==> src/design/led_nfe_pkg.sv <==
// Package for the LED fade envelope block: request codes, defaults and types.
// Used by the front, back and top-level modules.
package led_nfe_pkg;

    localparam logic [1:0] OP_TICK   = 2'd0;
    localparam logic [1:0] OP_NOTIFY = 2'd1;
    localparam logic [1:0] OP_WEAK   = 2'd2;

    localparam logic [1:0] REG_MAX  = 2'd0;
    localparam logic [1:0] REG_MIN  = 2'd1;
    localparam logic [1:0] REG_STEP = 2'd2;

    localparam logic [7:0] DEFAULT_HOLD = 8'd3;
    localparam logic [7:0] MAX_RESET    = 8'd10;
    localparam logic [7:0] MIN_RESET    = 8'd0;
    localparam logic [7:0] STEP_RESET   = 8'd2;
    localparam logic [7:0] FULL_SCALE   = 8'd255;
    // Smallest product whose quotient by 255 exceeds 255.
    localparam logic [23:0] SAT_LIMIT   = 24'd65280;

    typedef struct packed {
        logic [1:0] op;
        logic [7:0] red;
        logic [7:0] green;
        logic [7:0] blue;
        logic [7:0] hold;
    } cmd_t;

    // Divides a colour-times-level-squared product by 255 and saturates at 255.
    function automatic logic [7:0] drive_from_product(input logic [23:0] p);
        logic [16:0] t;
        begin
            t = {1'b0, p[15:0]} + {9'd0, p[15:8]} + 17'd1;
            if (p >= SAT_LIMIT)
            begin
                return FULL_SCALE;
            end
            return t[15:8];
        end
    endfunction

endpackage

==> src/design/led_notify_fade_envelope.sv <==
// A lit tick is queued in the front end, then passes the back end's square, scale and
// drive steps before its result is registered; a dark or final tick gets its result from idle.
// The back end takes no new command until a lit tick leaves the drive step, as the steps
// share one envelope state; notifies go at one per cycle while the back end is idle.
// Reset (rst_n, asynchronous): envelope dark, colour zero, hold length three,
// registers max_level 10, min_level 0, step_size 2, command queue empty.
module led_notify_fade_envelope
    import led_nfe_pkg::*;
(
    input  logic        clk,
    input  logic        rst_n,
    input  logic        s_axis_tvalid,
    output logic        s_axis_tready,
    input  logic [39:0] s_axis_tdata,  // red, green, blue, hold_ticks, hold_given, zero pad
    input  logic [1:0]  s_axis_tuser,  // operation
    output logic        m_axis_tvalid,
    input  logic        m_axis_tready,
    output logic [31:0] m_axis_tdata,  // red_drive, green_drive, blue_drive, lit, zero pad
    input  logic        cfg_we,
    input  logic [1:0]  cfg_index,
    input  logic [7:0]  cfg_data
);

    logic       cmd_valid;
    cmd_t       cmd;
    logic       cmd_pop;
    logic [7:0] red_drive;
    logic [7:0] green_drive;
    logic [7:0] blue_drive;
    logic       lit;

    led_nfe_front u_front (
        .clk        (clk),
        .rst_n      (rst_n),
        .in_valid   (s_axis_tvalid),
        .in_ready   (s_axis_tready),
        .operation  (s_axis_tuser),
        .red        (s_axis_tdata[7:0]),
        .green      (s_axis_tdata[15:8]),
        .blue       (s_axis_tdata[23:16]),
        .hold_ticks (s_axis_tdata[31:24]),
        .hold_given (s_axis_tdata[32]),
        .cmd_valid  (cmd_valid),
        .cmd        (cmd),
        .cmd_pop    (cmd_pop)
    );

    led_nfe_back u_back (
        .clk         (clk),
        .rst_n       (rst_n),
        .cfg_we      (cfg_we),
        .cfg_index   (cfg_index),
        .cfg_data    (cfg_data),
        .cmd_valid   (cmd_valid),
        .cmd         (cmd),
        .cmd_pop     (cmd_pop),
        .out_valid   (m_axis_tvalid),
        .out_ready   (m_axis_tready),
        .red_drive   (red_drive),
        .green_drive (green_drive),
        .blue_drive  (blue_drive),
        .lit         (lit)
    );

    assign m_axis_tdata = {7'd0, lit, blue_drive, green_drive, red_drive};

endmodule

==> src/design/led_nfe_front.sv <==
// Front end of the LED fade envelope block: accepts requests, drops unused
// codes, resolves the hold length and queues commands. Depends on led_nfe_pkg.
module led_nfe_front
    import led_nfe_pkg::*;
(
    input  logic        clk,
    input  logic        rst_n,
    input  logic        in_valid,
    output logic        in_ready,
    input  logic [1:0]  operation,
    input  logic [7:0]  red,
    input  logic [7:0]  green,
    input  logic [7:0]  blue,
    input  logic [7:0]  hold_ticks,
    input  logic        hold_given,
    output logic        cmd_valid,
    output cmd_t        cmd,
    input  logic        cmd_pop
);

    cmd_t       q_reg [2];
    logic       wr_ptr_reg;
    logic       wr_ptr_next;
    logic       rd_ptr_reg;
    logic       rd_ptr_next;
    logic [1:0] count_reg;
    logic [1:0] count_next;
    logic       push;
    logic       pop;
    cmd_t       new_cmd;

    assign in_ready  = (count_reg != 2'd2);
    assign cmd_valid = (count_reg != 2'd0);
    assign cmd       = q_reg[rd_ptr_reg];

    always_comb
    begin
        new_cmd.op    = operation;
        new_cmd.red   = red;
        new_cmd.green = green;
        new_cmd.blue  = blue;
        new_cmd.hold  = hold_given ? hold_ticks : DEFAULT_HOLD;
        push = in_valid && in_ready && (operation inside {OP_TICK, OP_NOTIFY, OP_WEAK});
        pop  = cmd_pop && cmd_valid;
        wr_ptr_next = push ? ~wr_ptr_reg : wr_ptr_reg;
        rd_ptr_next = pop ? ~rd_ptr_reg : rd_ptr_reg;
        count_next  = count_reg + {1'b0, push} - {1'b0, pop};
    end

    always_ff @(posedge clk or negedge rst_n)
    begin
        if (!rst_n)
        begin
            wr_ptr_reg <= 1'b0;
            rd_ptr_reg <= 1'b0;
            count_reg  <= 2'd0;
        end
        else
        begin
            wr_ptr_reg <= wr_ptr_next;
            rd_ptr_reg <= rd_ptr_next;
            count_reg  <= count_next;
        end
    end

    always_ff @(posedge clk)
    begin
        if (push)
        begin
            q_reg[wr_ptr_reg] <= new_cmd;
        end
    end

endmodule

==> src/design/led_nfe_back.sv <==
// Back end of the LED fade envelope block: holds the envelope state and the
// configuration, advances the envelope and scales the colour. Uses led_nfe_pkg.
module led_nfe_back
    import led_nfe_pkg::*;
(
    input  logic        clk,
    input  logic        rst_n,
    input  logic        cfg_we,
    input  logic [1:0]  cfg_index,
    input  logic [7:0]  cfg_data,
    input  logic        cmd_valid,
    input  cmd_t        cmd,
    output logic        cmd_pop,
    output logic        out_valid,
    input  logic        out_ready,
    output logic [7:0]  red_drive,
    output logic [7:0]  green_drive,
    output logic [7:0]  blue_drive,
    output logic        lit
);

    localparam logic [1:0] ST_IDLE   = 2'd0;
    localparam logic [1:0] ST_SQUARE = 2'd1;
    localparam logic [1:0] ST_SCALE  = 2'd2;
    localparam logic [1:0] ST_DRIVE  = 2'd3;

    logic [7:0]  max_reg;
    logic [7:0]  min_reg;
    logic [7:0]  step_reg;

    logic [1:0]  state_reg,     state_next;
    logic [7:0]  level_reg,     level_next;
    logic        rising_reg,    rising_next;
    logic        active_reg,    active_next;
    logic [7:0]  hold_left_reg, hold_left_next;
    logic [7:0]  hold_len_reg,  hold_len_next;
    logic [7:0]  col_r_reg,     col_r_next;
    logic [7:0]  col_g_reg,     col_g_next;
    logic [7:0]  col_b_reg,     col_b_next;
    logic [15:0] sq_reg,        sq_next;
    logic [23:0] prod_r_reg,    prod_r_next;
    logic [23:0] prod_g_reg,    prod_g_next;
    logic [23:0] prod_b_reg,    prod_b_next;
    logic        out_valid_reg, out_valid_next;
    logic [7:0]  out_r_reg,     out_r_next;
    logic [7:0]  out_g_reg,     out_g_next;
    logic [7:0]  out_b_reg,     out_b_next;
    logic        out_lit_reg,   out_lit_next;

    logic        out_free;
    logic        start;
    logic [8:0]  level_up;
    logic [8:0]  bottom;

    assign out_valid   = out_valid_reg;
    assign red_drive   = out_r_reg;
    assign green_drive = out_g_reg;
    assign blue_drive  = out_b_reg;
    assign lit         = out_lit_reg;

    always_comb
    begin
        state_next     = state_reg;
        level_next     = level_reg;
        rising_next    = rising_reg;
        active_next    = active_reg;
        hold_left_next = hold_left_reg;
        hold_len_next  = hold_len_reg;
        col_r_next     = col_r_reg;
        col_g_next     = col_g_reg;
        col_b_next     = col_b_reg;
        sq_next        = sq_reg;
        prod_r_next    = prod_r_reg;
        prod_g_next    = prod_g_reg;
        prod_b_next    = prod_b_reg;
        out_valid_next = out_valid_reg;
        out_r_next     = out_r_reg;
        out_g_next     = out_g_reg;
        out_b_next     = out_b_reg;
        out_lit_next   = out_lit_reg;
        cmd_pop        = 1'b0;
        start          = 1'b0;

        out_free = !out_valid_reg || out_ready;
        level_up = {1'b0, level_reg} + {1'b0, step_reg};
        bottom   = {1'b0, min_reg} + {1'b0, step_reg};

        if (out_valid_reg && out_ready)
        begin
            out_valid_next = 1'b0;
        end

        case (state_reg)
            ST_IDLE:
            begin
                if (cmd_valid)
                begin
                    case (cmd.op)
                        OP_NOTIFY:
                        begin
                            cmd_pop = 1'b1;
                            start   = 1'b1;
                        end
                        OP_WEAK:
                        begin
                            cmd_pop = 1'b1;
                            start   = !active_reg;
                        end
                        default:
                        begin
                            if (out_free)
                            begin
                                cmd_pop = 1'b1;
                                if (!active_reg)
                                begin
                                    out_valid_next = 1'b1;
                                    out_r_next     = 8'd0;
                                    out_g_next     = 8'd0;
                                    out_b_next     = 8'd0;
                                    out_lit_next   = 1'b0;
                                end
                                else if (hold_left_reg != 8'd0)
                                begin
                                    hold_left_next = hold_left_reg - 8'd1;
                                    state_next     = ST_SQUARE;
                                end
                                else if (rising_reg)
                                begin
                                    if (level_up >= {1'b0, max_reg})
                                    begin
                                        rising_next    = 1'b0;
                                        hold_left_next = hold_len_reg;
                                    end
                                    else
                                    begin
                                        level_next = level_up[7:0];
                                    end
                                    state_next = ST_SQUARE;
                                end
                                else if ({1'b0, level_reg} <= bottom)
                                begin
                                    // The tick that ends the envelope shows a dark LED.
                                    active_next    = 1'b0;
                                    out_valid_next = 1'b1;
                                    out_r_next     = 8'd0;
                                    out_g_next     = 8'd0;
                                    out_b_next     = 8'd0;
                                    out_lit_next   = 1'b0;
                                end
                                else
                                begin
                                    level_next = level_reg - step_reg;
                                    state_next = ST_SQUARE;
                                end
                            end
                        end
                    endcase
                end
            end
            ST_SQUARE:
            begin
                sq_next    = {8'd0, level_reg} * {8'd0, level_reg};
                state_next = ST_SCALE;
            end
            ST_SCALE:
            begin
                prod_r_next = {16'd0, col_r_reg} * {8'd0, sq_reg};
                prod_g_next = {16'd0, col_g_reg} * {8'd0, sq_reg};
                prod_b_next = {16'd0, col_b_reg} * {8'd0, sq_reg};
                state_next  = ST_DRIVE;
            end
            ST_DRIVE:
            begin
                if (out_free)
                begin
                    out_valid_next = 1'b1;
                    out_r_next     = drive_from_product(prod_r_reg);
                    out_g_next     = drive_from_product(prod_g_reg);
                    out_b_next     = drive_from_product(prod_b_reg);
                    out_lit_next   = 1'b1;
                    state_next     = ST_IDLE;
                end
            end
            default:
            begin
                state_next = ST_IDLE;
            end
        endcase

        if (start)
        begin
            col_r_next     = cmd.red;
            col_g_next     = cmd.green;
            col_b_next     = cmd.blue;
            hold_len_next  = cmd.hold;
            rising_next    = 1'b1;
            active_next    = 1'b1;
            level_next     = min_reg;
            hold_left_next = 8'd0;
        end
    end

    always_ff @(posedge clk or negedge rst_n)
    begin
        if (!rst_n)
        begin
            max_reg       <= MAX_RESET;
            min_reg       <= MIN_RESET;
            step_reg      <= STEP_RESET;
            state_reg     <= ST_IDLE;
            level_reg     <= 8'd0;
            rising_reg    <= 1'b1;
            active_reg    <= 1'b0;
            hold_left_reg <= 8'd0;
            hold_len_reg  <= DEFAULT_HOLD;
            col_r_reg     <= 8'd0;
            col_g_reg     <= 8'd0;
            col_b_reg     <= 8'd0;
            out_valid_reg <= 1'b0;
        end
        else
        begin
            if (cfg_we)
            begin
                case (cfg_index)
                    REG_MAX:  max_reg  <= cfg_data;
                    REG_MIN:  min_reg  <= cfg_data;
                    REG_STEP: step_reg <= cfg_data;
                    default:  ;
                endcase
            end
            state_reg     <= state_next;
            level_reg     <= level_next;
            rising_reg    <= rising_next;
            active_reg    <= active_next;
            hold_left_reg <= hold_left_next;
            hold_len_reg  <= hold_len_next;
            col_r_reg     <= col_r_next;
            col_g_reg     <= col_g_next;
            col_b_reg     <= col_b_next;
            out_valid_reg <= out_valid_next;
        end
    end

    always_ff @(posedge clk)
    begin
        sq_reg      <= sq_next;
        prod_r_reg  <= prod_r_next;
        prod_g_reg  <= prod_g_next;
        prod_b_reg  <= prod_b_next;
        out_r_reg   <= out_r_next;
        out_g_reg   <= out_g_next;
        out_b_reg   <= out_b_next;
        out_lit_reg <= out_lit_next;
    end

endmodule

==> config.mk <==
export PLATFORM = sky130hd
export DESIGN_NAME = led_notify_fade_envelope
export DESIGN_NICKNAME = d
export VERILOG_FILES = /design/src/design/led_nfe_pkg.sv /design/src/design/led_notify_fade_envelope.sv /design/src/design/led_nfe_front.sv /design/src/design/led_nfe_back.sv
export SDC_FILE = /design/constraint.sdc
export NUM_CORES = 1
export LEC_CHECK = 0
export BUFFER_PORTS_ARGS = -buffer_cell sky130_fd_sc_hd__buf_2
export CORE_AREA = 4 4 224 226
export DETAILED_ROUTE_END_ITERATION = 10
export DIE_AREA = 0 0 228 230
export PLACE_DENSITY = 0.67
export SYNTH_ARGS = -nofsm -noshare
export SYNTH_HDL_FRONTEND = slang
export SYNTH_SLANG_ARGS = --single-unit
==> constraint.sdc <==
create_clock -name clk -period 12.4 [get_ports clk]
set_input_delay 1.86 -clock clk [delete_from_list [all_inputs] [get_ports clk]]
set_output_delay 1.86 -clock clk [all_outputs]
set_load 0.02 [all_outputs]
==> results of run 1 <==
[worst reg2reg max path, delay by kind of cell, from the launching register on]
| family | cells | cell delay (ns) |
|---|---|---|
| flops | 1 | 0.99 |
| xor+xnor | 1 | 0.08 |
| buf+inv | 3 | 0.17 |
| fa+ha+maj | 5 | 2.22 |
| compound gates | 6 | 1.47 |
| simple gates | 2 | 0.35 |
[worst min path at each step]
stage / end / from / slack [ns]
finish: u_back.hold_len_reg[2]$_DFFE_PN0P_ / u_back.hold_len_reg[2]$_DFFE_PN0P_ / 0.49
global route: u_back.hold_len_reg[3]$_DFFE_PN0P_ / u_back.hold_len_reg[3]$_DFFE_PN0P_ / 0.52
CTS: u_back.hold_len_reg[5]$_DFFE_PN0P_ / u_back.hold_len_reg[5]$_DFFE_PN0P_ / 0.50
detailed placement: u_back.hold_len_reg[5]$_DFFE_PN0P_ / u_back.hold_len_reg[5]$_DFFE_PN0P_ / 0.48
global placement: u_back.hold_len_reg[4]$_DFFE_PN0P_ / u_back.hold_len_reg[4]$_DFFE_PN0P_ / 0.47
floorplan: u_back.hold_len_reg[6]$_DFFE_PN0P_ / u_back.hold_len_reg[6]$_DFFE_PN0P_ / 0.45
[layout by cell type (no fill, tap or decap), types with 13 or more instances in the layout]
| cell type | Yosys | layout |
|---|---|---|
| a21boi_0 | 17 | 17 |
| a21o_1 | 32 | 32 |
| a21oi_1 | 91 | 91 |
| and2_1 | 232 | 232 |
| buf_2 | 3 | 75 |
| clkbuf_16 | 0 | 30 |
| conb_1 | 2 | 17 |
| dfrtp_1 | 75 | 74 |
| edfxtp_1 | 180 | 180 |
| fa_1 | 266 | 266 |
| ha_1 | 232 | 231 |
| inv_1 | 305 | 305 |
| mux2_2 | 25 | 25 |
| mux2i_1 | 39 | 39 |
| nand2_1 | 240 | 240 |
| nand2b_1 | 14 | 13 |
| nand3_1 | 23 | 23 |
| nor2_1 | 65 | 64 |
| nor2b_1 | 17 | 17 |
| nor3_1 | 16 | 16 |
| o21a_1 | 25 | 25 |
| o21ai_0 | 88 | 88 |
| o21bai_1 | 14 | 14 |
| xnor2_1 | 71 | 71 |
| xor2_1 | 30 | 30 |
[area by class of cell]
cell class	instances	area (sq um)
clock buffer	39	815
antenna	1	2.50
inverter	306	1150
timing repair buffer	87	465
sequential	261	7440
fill	4218	21900
multi-input combinational	1697	15500
tap	622	778
clock inverter	15	259
[kinds of logic after synthesis]
group,Yosys count
and+or+nand+nor,660
buffers and inverters,394
muxes,64
AOI/OAI and AO/OA,357
DFF,261
other,2
xor gates and xnor gates,101
adders and majority gates,498
[layer usage]
layer / up-vias / track usage / part of all wire
met5: - / 0 / 0
met1: 8339 / 0.254 / 0.44
li1: 7782 / - / -
met2: 313 / 0.339 / 0.50
met4: 0 / 0.0455 / 0.024
met3: 76 / 0.0254 / 0.042
[through the flow]
stage	setup slack [ns]	instance area, sq um	instances	hold slack, ns	util
floorplan	7.11	24500	2352	0.450	-
global placement	6.91	25400	2973	0.468	0.525
detailed placement	6.90	25400	2973	0.482	0.525
CTS	6.88	26400	3027	0.496	0.547
global route	6.44	26400	3027	0.519	0.547
finish	6.87	26400	3028	0.494	0.547
==> impl_metrics.toml, run 1 <==
[critical_path]
cp_top_family = "adder cells"
critPathMaxFanout = 24
cpPeakStageDelay_ns = 0.99
critical_path.startpoint = "u_back.sq_reg[6]$_DFFE_PN_"
arrival_ns = 5.86
r2r_cells = 17
timing.rr.start = "u_back.sq_reg[6]$_DFFE_PN_"
cp-start-kind = "flop"
cpMostUsedCell = "fa_1"
r2r_slack_ns = 6.87
crit_buf_inv = 3
cpMaxStageDelayCell = "edfxtp_1"
worstPathCellList = "nand2_1, fa_1, inv_1, fa_1, inv_1, fa_1, fa_1, inv_1, ha_1, a2111oi_0, o21ai_0, a41oi_1, o22ai_1, nand3_1, o21bai_1, a21oi_1, xnor2_1"
setup.worst_path.end = "u_back.prod_b_reg[20]$_DFFE_PP_"
critical_path_class = "reg -> reg"
critPathRequiredTime_ns = 12.73
cp-end-kind = "flop"
rr_endpoint = "u_back.prod_b_reg[20]$_DFFE_PP_"
cp.depth = 17

[synthesis]
yosysUniqueCellTypes = 72
synth_simple_gate_area_share = 0.137
synth-seq-cells = 261
synth_top_family_by_area = "adder cells"
synthCells = 2337
post-synth-top-area-cell = "edfxtp_1"
postSynth.asyncResetShare = 0.310
synth.most_common_cell = "inv_1"
ys.flop_type = "edfxtp_1"
yosys_warnings = 0
ys_top_cells_by_count = "inv_1, fa_1, nand2_1"
synth_edf_count = 180
synth_top_area_share = 0.222
synth.area.mux_share = 0.0275
avgSynthCellArea_sq_um = 10.4
ys_top_cells_by_area = "edfxtp_1, fa_1, ha_1"
synth-xor-area-share = 0.0363
ys_seq_area_frac = 0.305
netlist_area_sq_um = 24400
synth-compound-area-share = 0.0945
synthAdderAreaFrac = 0.337

[run_status]
status = "finished, final reports clean"

[route]
via_per_inst = 5.45
vias = 16500
drt-initial-drc-count = 761
firstDrtPassIters = 6
wire_per_inst_um = 16.4
wl_um = 49800
ant_nets = 0
drc = 0

[timing]
hold_viol = 0
skew_ns = 0.0122
rsz0062_at_grt = "false"
tightest_slew_ns = 1.07
max_slew_margin = 0.284
finalMaxSlewViolations = 0
final.setup.tns_ns = 0
setup_viol = 0
period_share = 0.446
fmax_mhz = 181
period_minus_slack_ns = 5.53

[min_path]
worstHoldPathCells = 2
hp-class = "reg -> reg"

[layout]
drive_gt1_frac = 0.0782
syn2layout_area_growth_pct = 8.36
largest_register_ffs = 68
num-nets-final = 2938

[clocking]
clkLatencyLatePin_ns = 0.59
clk_pin_slew_ns = 0.06
cts_sinks = 261
cts_tree = "done"
ctsResizeCount = 0
holdBufCountCts = 0
cts_inserted_buffers = 30
htree_levels = 1
postCtsSetupRepairBufs = 0
cts.path.max_buffers = 3
clockRootBuffer = "clkbuf_16"

[floorplan]
core_area_sq_um = 48300
fp.dieH_um = 230
start_util = 0.505
dieWidth_um = 228
die-area_sq_um = 52400
rows = 81
io_pins = 91

[global_routing]
grt_overflow = 0
grt_pass1_wl_um = 84800
antenna_found_initial = 0
grt_max_degree = 82
first_global_vias = 17400
track_usage = 0.192

[placement]
place_congestion = 0.835
detailed_place_hpwl_um = 36800
io_buffers = 76

[flow_run]
drv_cap = 0
Power of run 1 is left out: the tool's default activity adds up to more than one toggle a clock period on the data nets, which glitch-free logic cannot reach.
==> inputs of run 2 (changes only) <==
Clock period 12.4 ns to 5.7 ns, I/O delays scaled along.
==> run 2 against run 1 <==
Wire length up 0.57%. Largest cell class unchanged. Utilization up 0.19 points. Critical path depth down 1. Maximum frequency up 3.0%.
==> impl_metrics.toml, run 2 (same netlist as run 1, synthesis figures left out) <==
[global_routing]
antenna_found_initial = 3
grt_pass1_wl_um = 85600
first_global_vias = 17600
track_usage = 0.194
grt_max_degree = 76
grt_overflow = 0

[timing]
skew_ns = 0.0177
setup_ws_ns = 0.337
setup_viol = 0
period_minus_slack_ns = 5.36
final.setup.tns_ns = 0
finalMaxSlewViolations = 0
period_share = 0.941
rsz0062_at_grt = "false"
hold_viol = 0
fmax_mhz = 186
fin_hold_ws_ns = 0.0506
tightest_slew_ns = 1.15
max_slew_margin = 0.232

[critical_path]
critical_path.startpoint = "u_back.sq_reg[5]$_DFFE_PN_"
timing.rr.start = "u_back.sq_reg[5]$_DFFE_PN_"
critPathRequiredTime_ns = 6.04
critical_path_class = "reg -> reg"
arrival_ns = 5.71
cp-start-kind = "flop"
critPathMaxFanout = 18
cp-end-kind = "flop"

[placement]
detailed_place_hpwl_um = 39000
place_congestion = 0.863
place_ws_ns = 0.417
place_inst = 2991
io_buffers = 76

[floorplan]
io_pins = 91
start_util = 0.505
die-area_sq_um = 52400
core_area_sq_um = 48300
dieWidth_um = 228
fp.dieH_um = 230
rows = 81

[clocking]
htree_levels = 1
cts_inserted_buffers = 30
clockRootBuffer = "clkbuf_16"
clkLatencyLatePin_ns = 0.60
cts_tree = "done"
clk_pin_slew_ns = 0.06
cts.path.max_buffers = 3
holdBufCountCts = 0
cts_sinks = 261

[layout]
largest_register_ffs = 68
syn2layout_area_growth_pct = 8.74
drive_gt1_frac = 0.0857
fillers = 4189
multi_input_area_sq_um = 15500
seqCellArea_sq_um = 7440
num-nets-final = 2957
diodes = 0
layout_common_cells = "inv_1, fa_1, nand2_1, and2_1, ha_1"
final_common_cell = "inv_1"
final_cells = 3048

[route]
drt-initial-drc-count = 815
top_layer = "met5"
drc = 0
ant_nets = 0
vias = 16500
firstDrtPassIters = 4
wire_per_inst_um = 16.4
wl_um = 50100
met2_length_um = 25200
dr_wl_met3_um = 2290
drt-met1-wl_um = 21100
via_per_inst = 5.43

[min_path]
hp-class = "in -> async"

[run_status]
status = "finished, final reports clean"

[flow_run]
drv_cap = 0
-- run 2: changes by cell type in the layout (fill, tap and decap cells not counted), moves of 3 or more --
| cell | delta |
|---|---|
| buf_4 | +19 |
| bufinv_16 | -4 |
| clkinv_2 | +3 |
| clkinvlp_4 | -3 |
-- run 2: per-stage QoR --
| step | util | instance area [sq um] |
|---|---|---|
| after floorplan | - | 24500 |
| after global placement | 0.528 | 25500 |
| after detailed placement | 0.528 | 25500 |
| after CTS | 0.549 | 26500 |
| after global routing | 0.549 | 26500 |
| final | 0.549 | 26500 |
-- run 2: cell type report --
class                      count  share of cell area
sequential                   261               0.280
inverter                     306              0.0433
clock buffer                  40              0.0324
timing repair buffer         106              0.0229
multi-input combinational   1697               0.585
clock inverter                16             0.00622
tap                          622              0.0293
-- run 2: repair_timing --
item                                    4_1_cts  5_1_grt
gates resized for setup                       0        0
endpoints found under the setup margin        0        1
buffers inserted                              0        1
endpoints found under the hold margin         0        0
-- run 2: critical path, cell delays in order, from the launching register on --
cell	delay (ns)
edfxtp_1	0.69
and2_1	0.31
fa_1	0.47
inv_1	0.06
fa_1	0.56
fa_1	0.43
fa_1	0.49
inv_1	0.04
ha_1	0.32
a2111oi_0	0.41
o21ai_0	0.24
a41oi_1	0.40
o22ai_1	0.21
nand3_1	0.15
o21bai_1	0.09
a21oi_1	0.18
xnor2_1	0.07
-- run 2: worst paths after layout --
| path | end | slack (ns) | cells after the start |
|---|---|---|---|
| max in group asynchronous | u_front.rd_ptr_reg$_DFFE_PN0P_ | 4.44 | 2 |
| min | u_back.hold_len_reg[3]$_DFFE_PN0P_ | 0.05 | 1 |
| min reg2reg | u_back.hold_len_reg[1]$_DFFE_PN1P_ | 0.48 | 2 |
| max | u_back.prod_b_reg[20]$_DFFE_PP_ | 0.34 | 16 |
| max reg2reg | u_back.prod_b_reg[20]$_DFFE_PP_ | 0.34 | 16 |
| min in group clk | u_front.q_reg[0][31]$_DFFE_PP_ | 0.44 | 1 |
-- run 2: metal layers --
| layer | up-vias | global-route usage |
|---|---|---|
| li1 | 7840 | - |
| met1 | 8268 | 0.244 |
| met2 | 324 | 0.349 |
| met3 | 107 | 0.0286 |
| met4 | 6 | 0.0578 |
| met5 | - | 0 |
Power of run 2 is left out for the same reason.
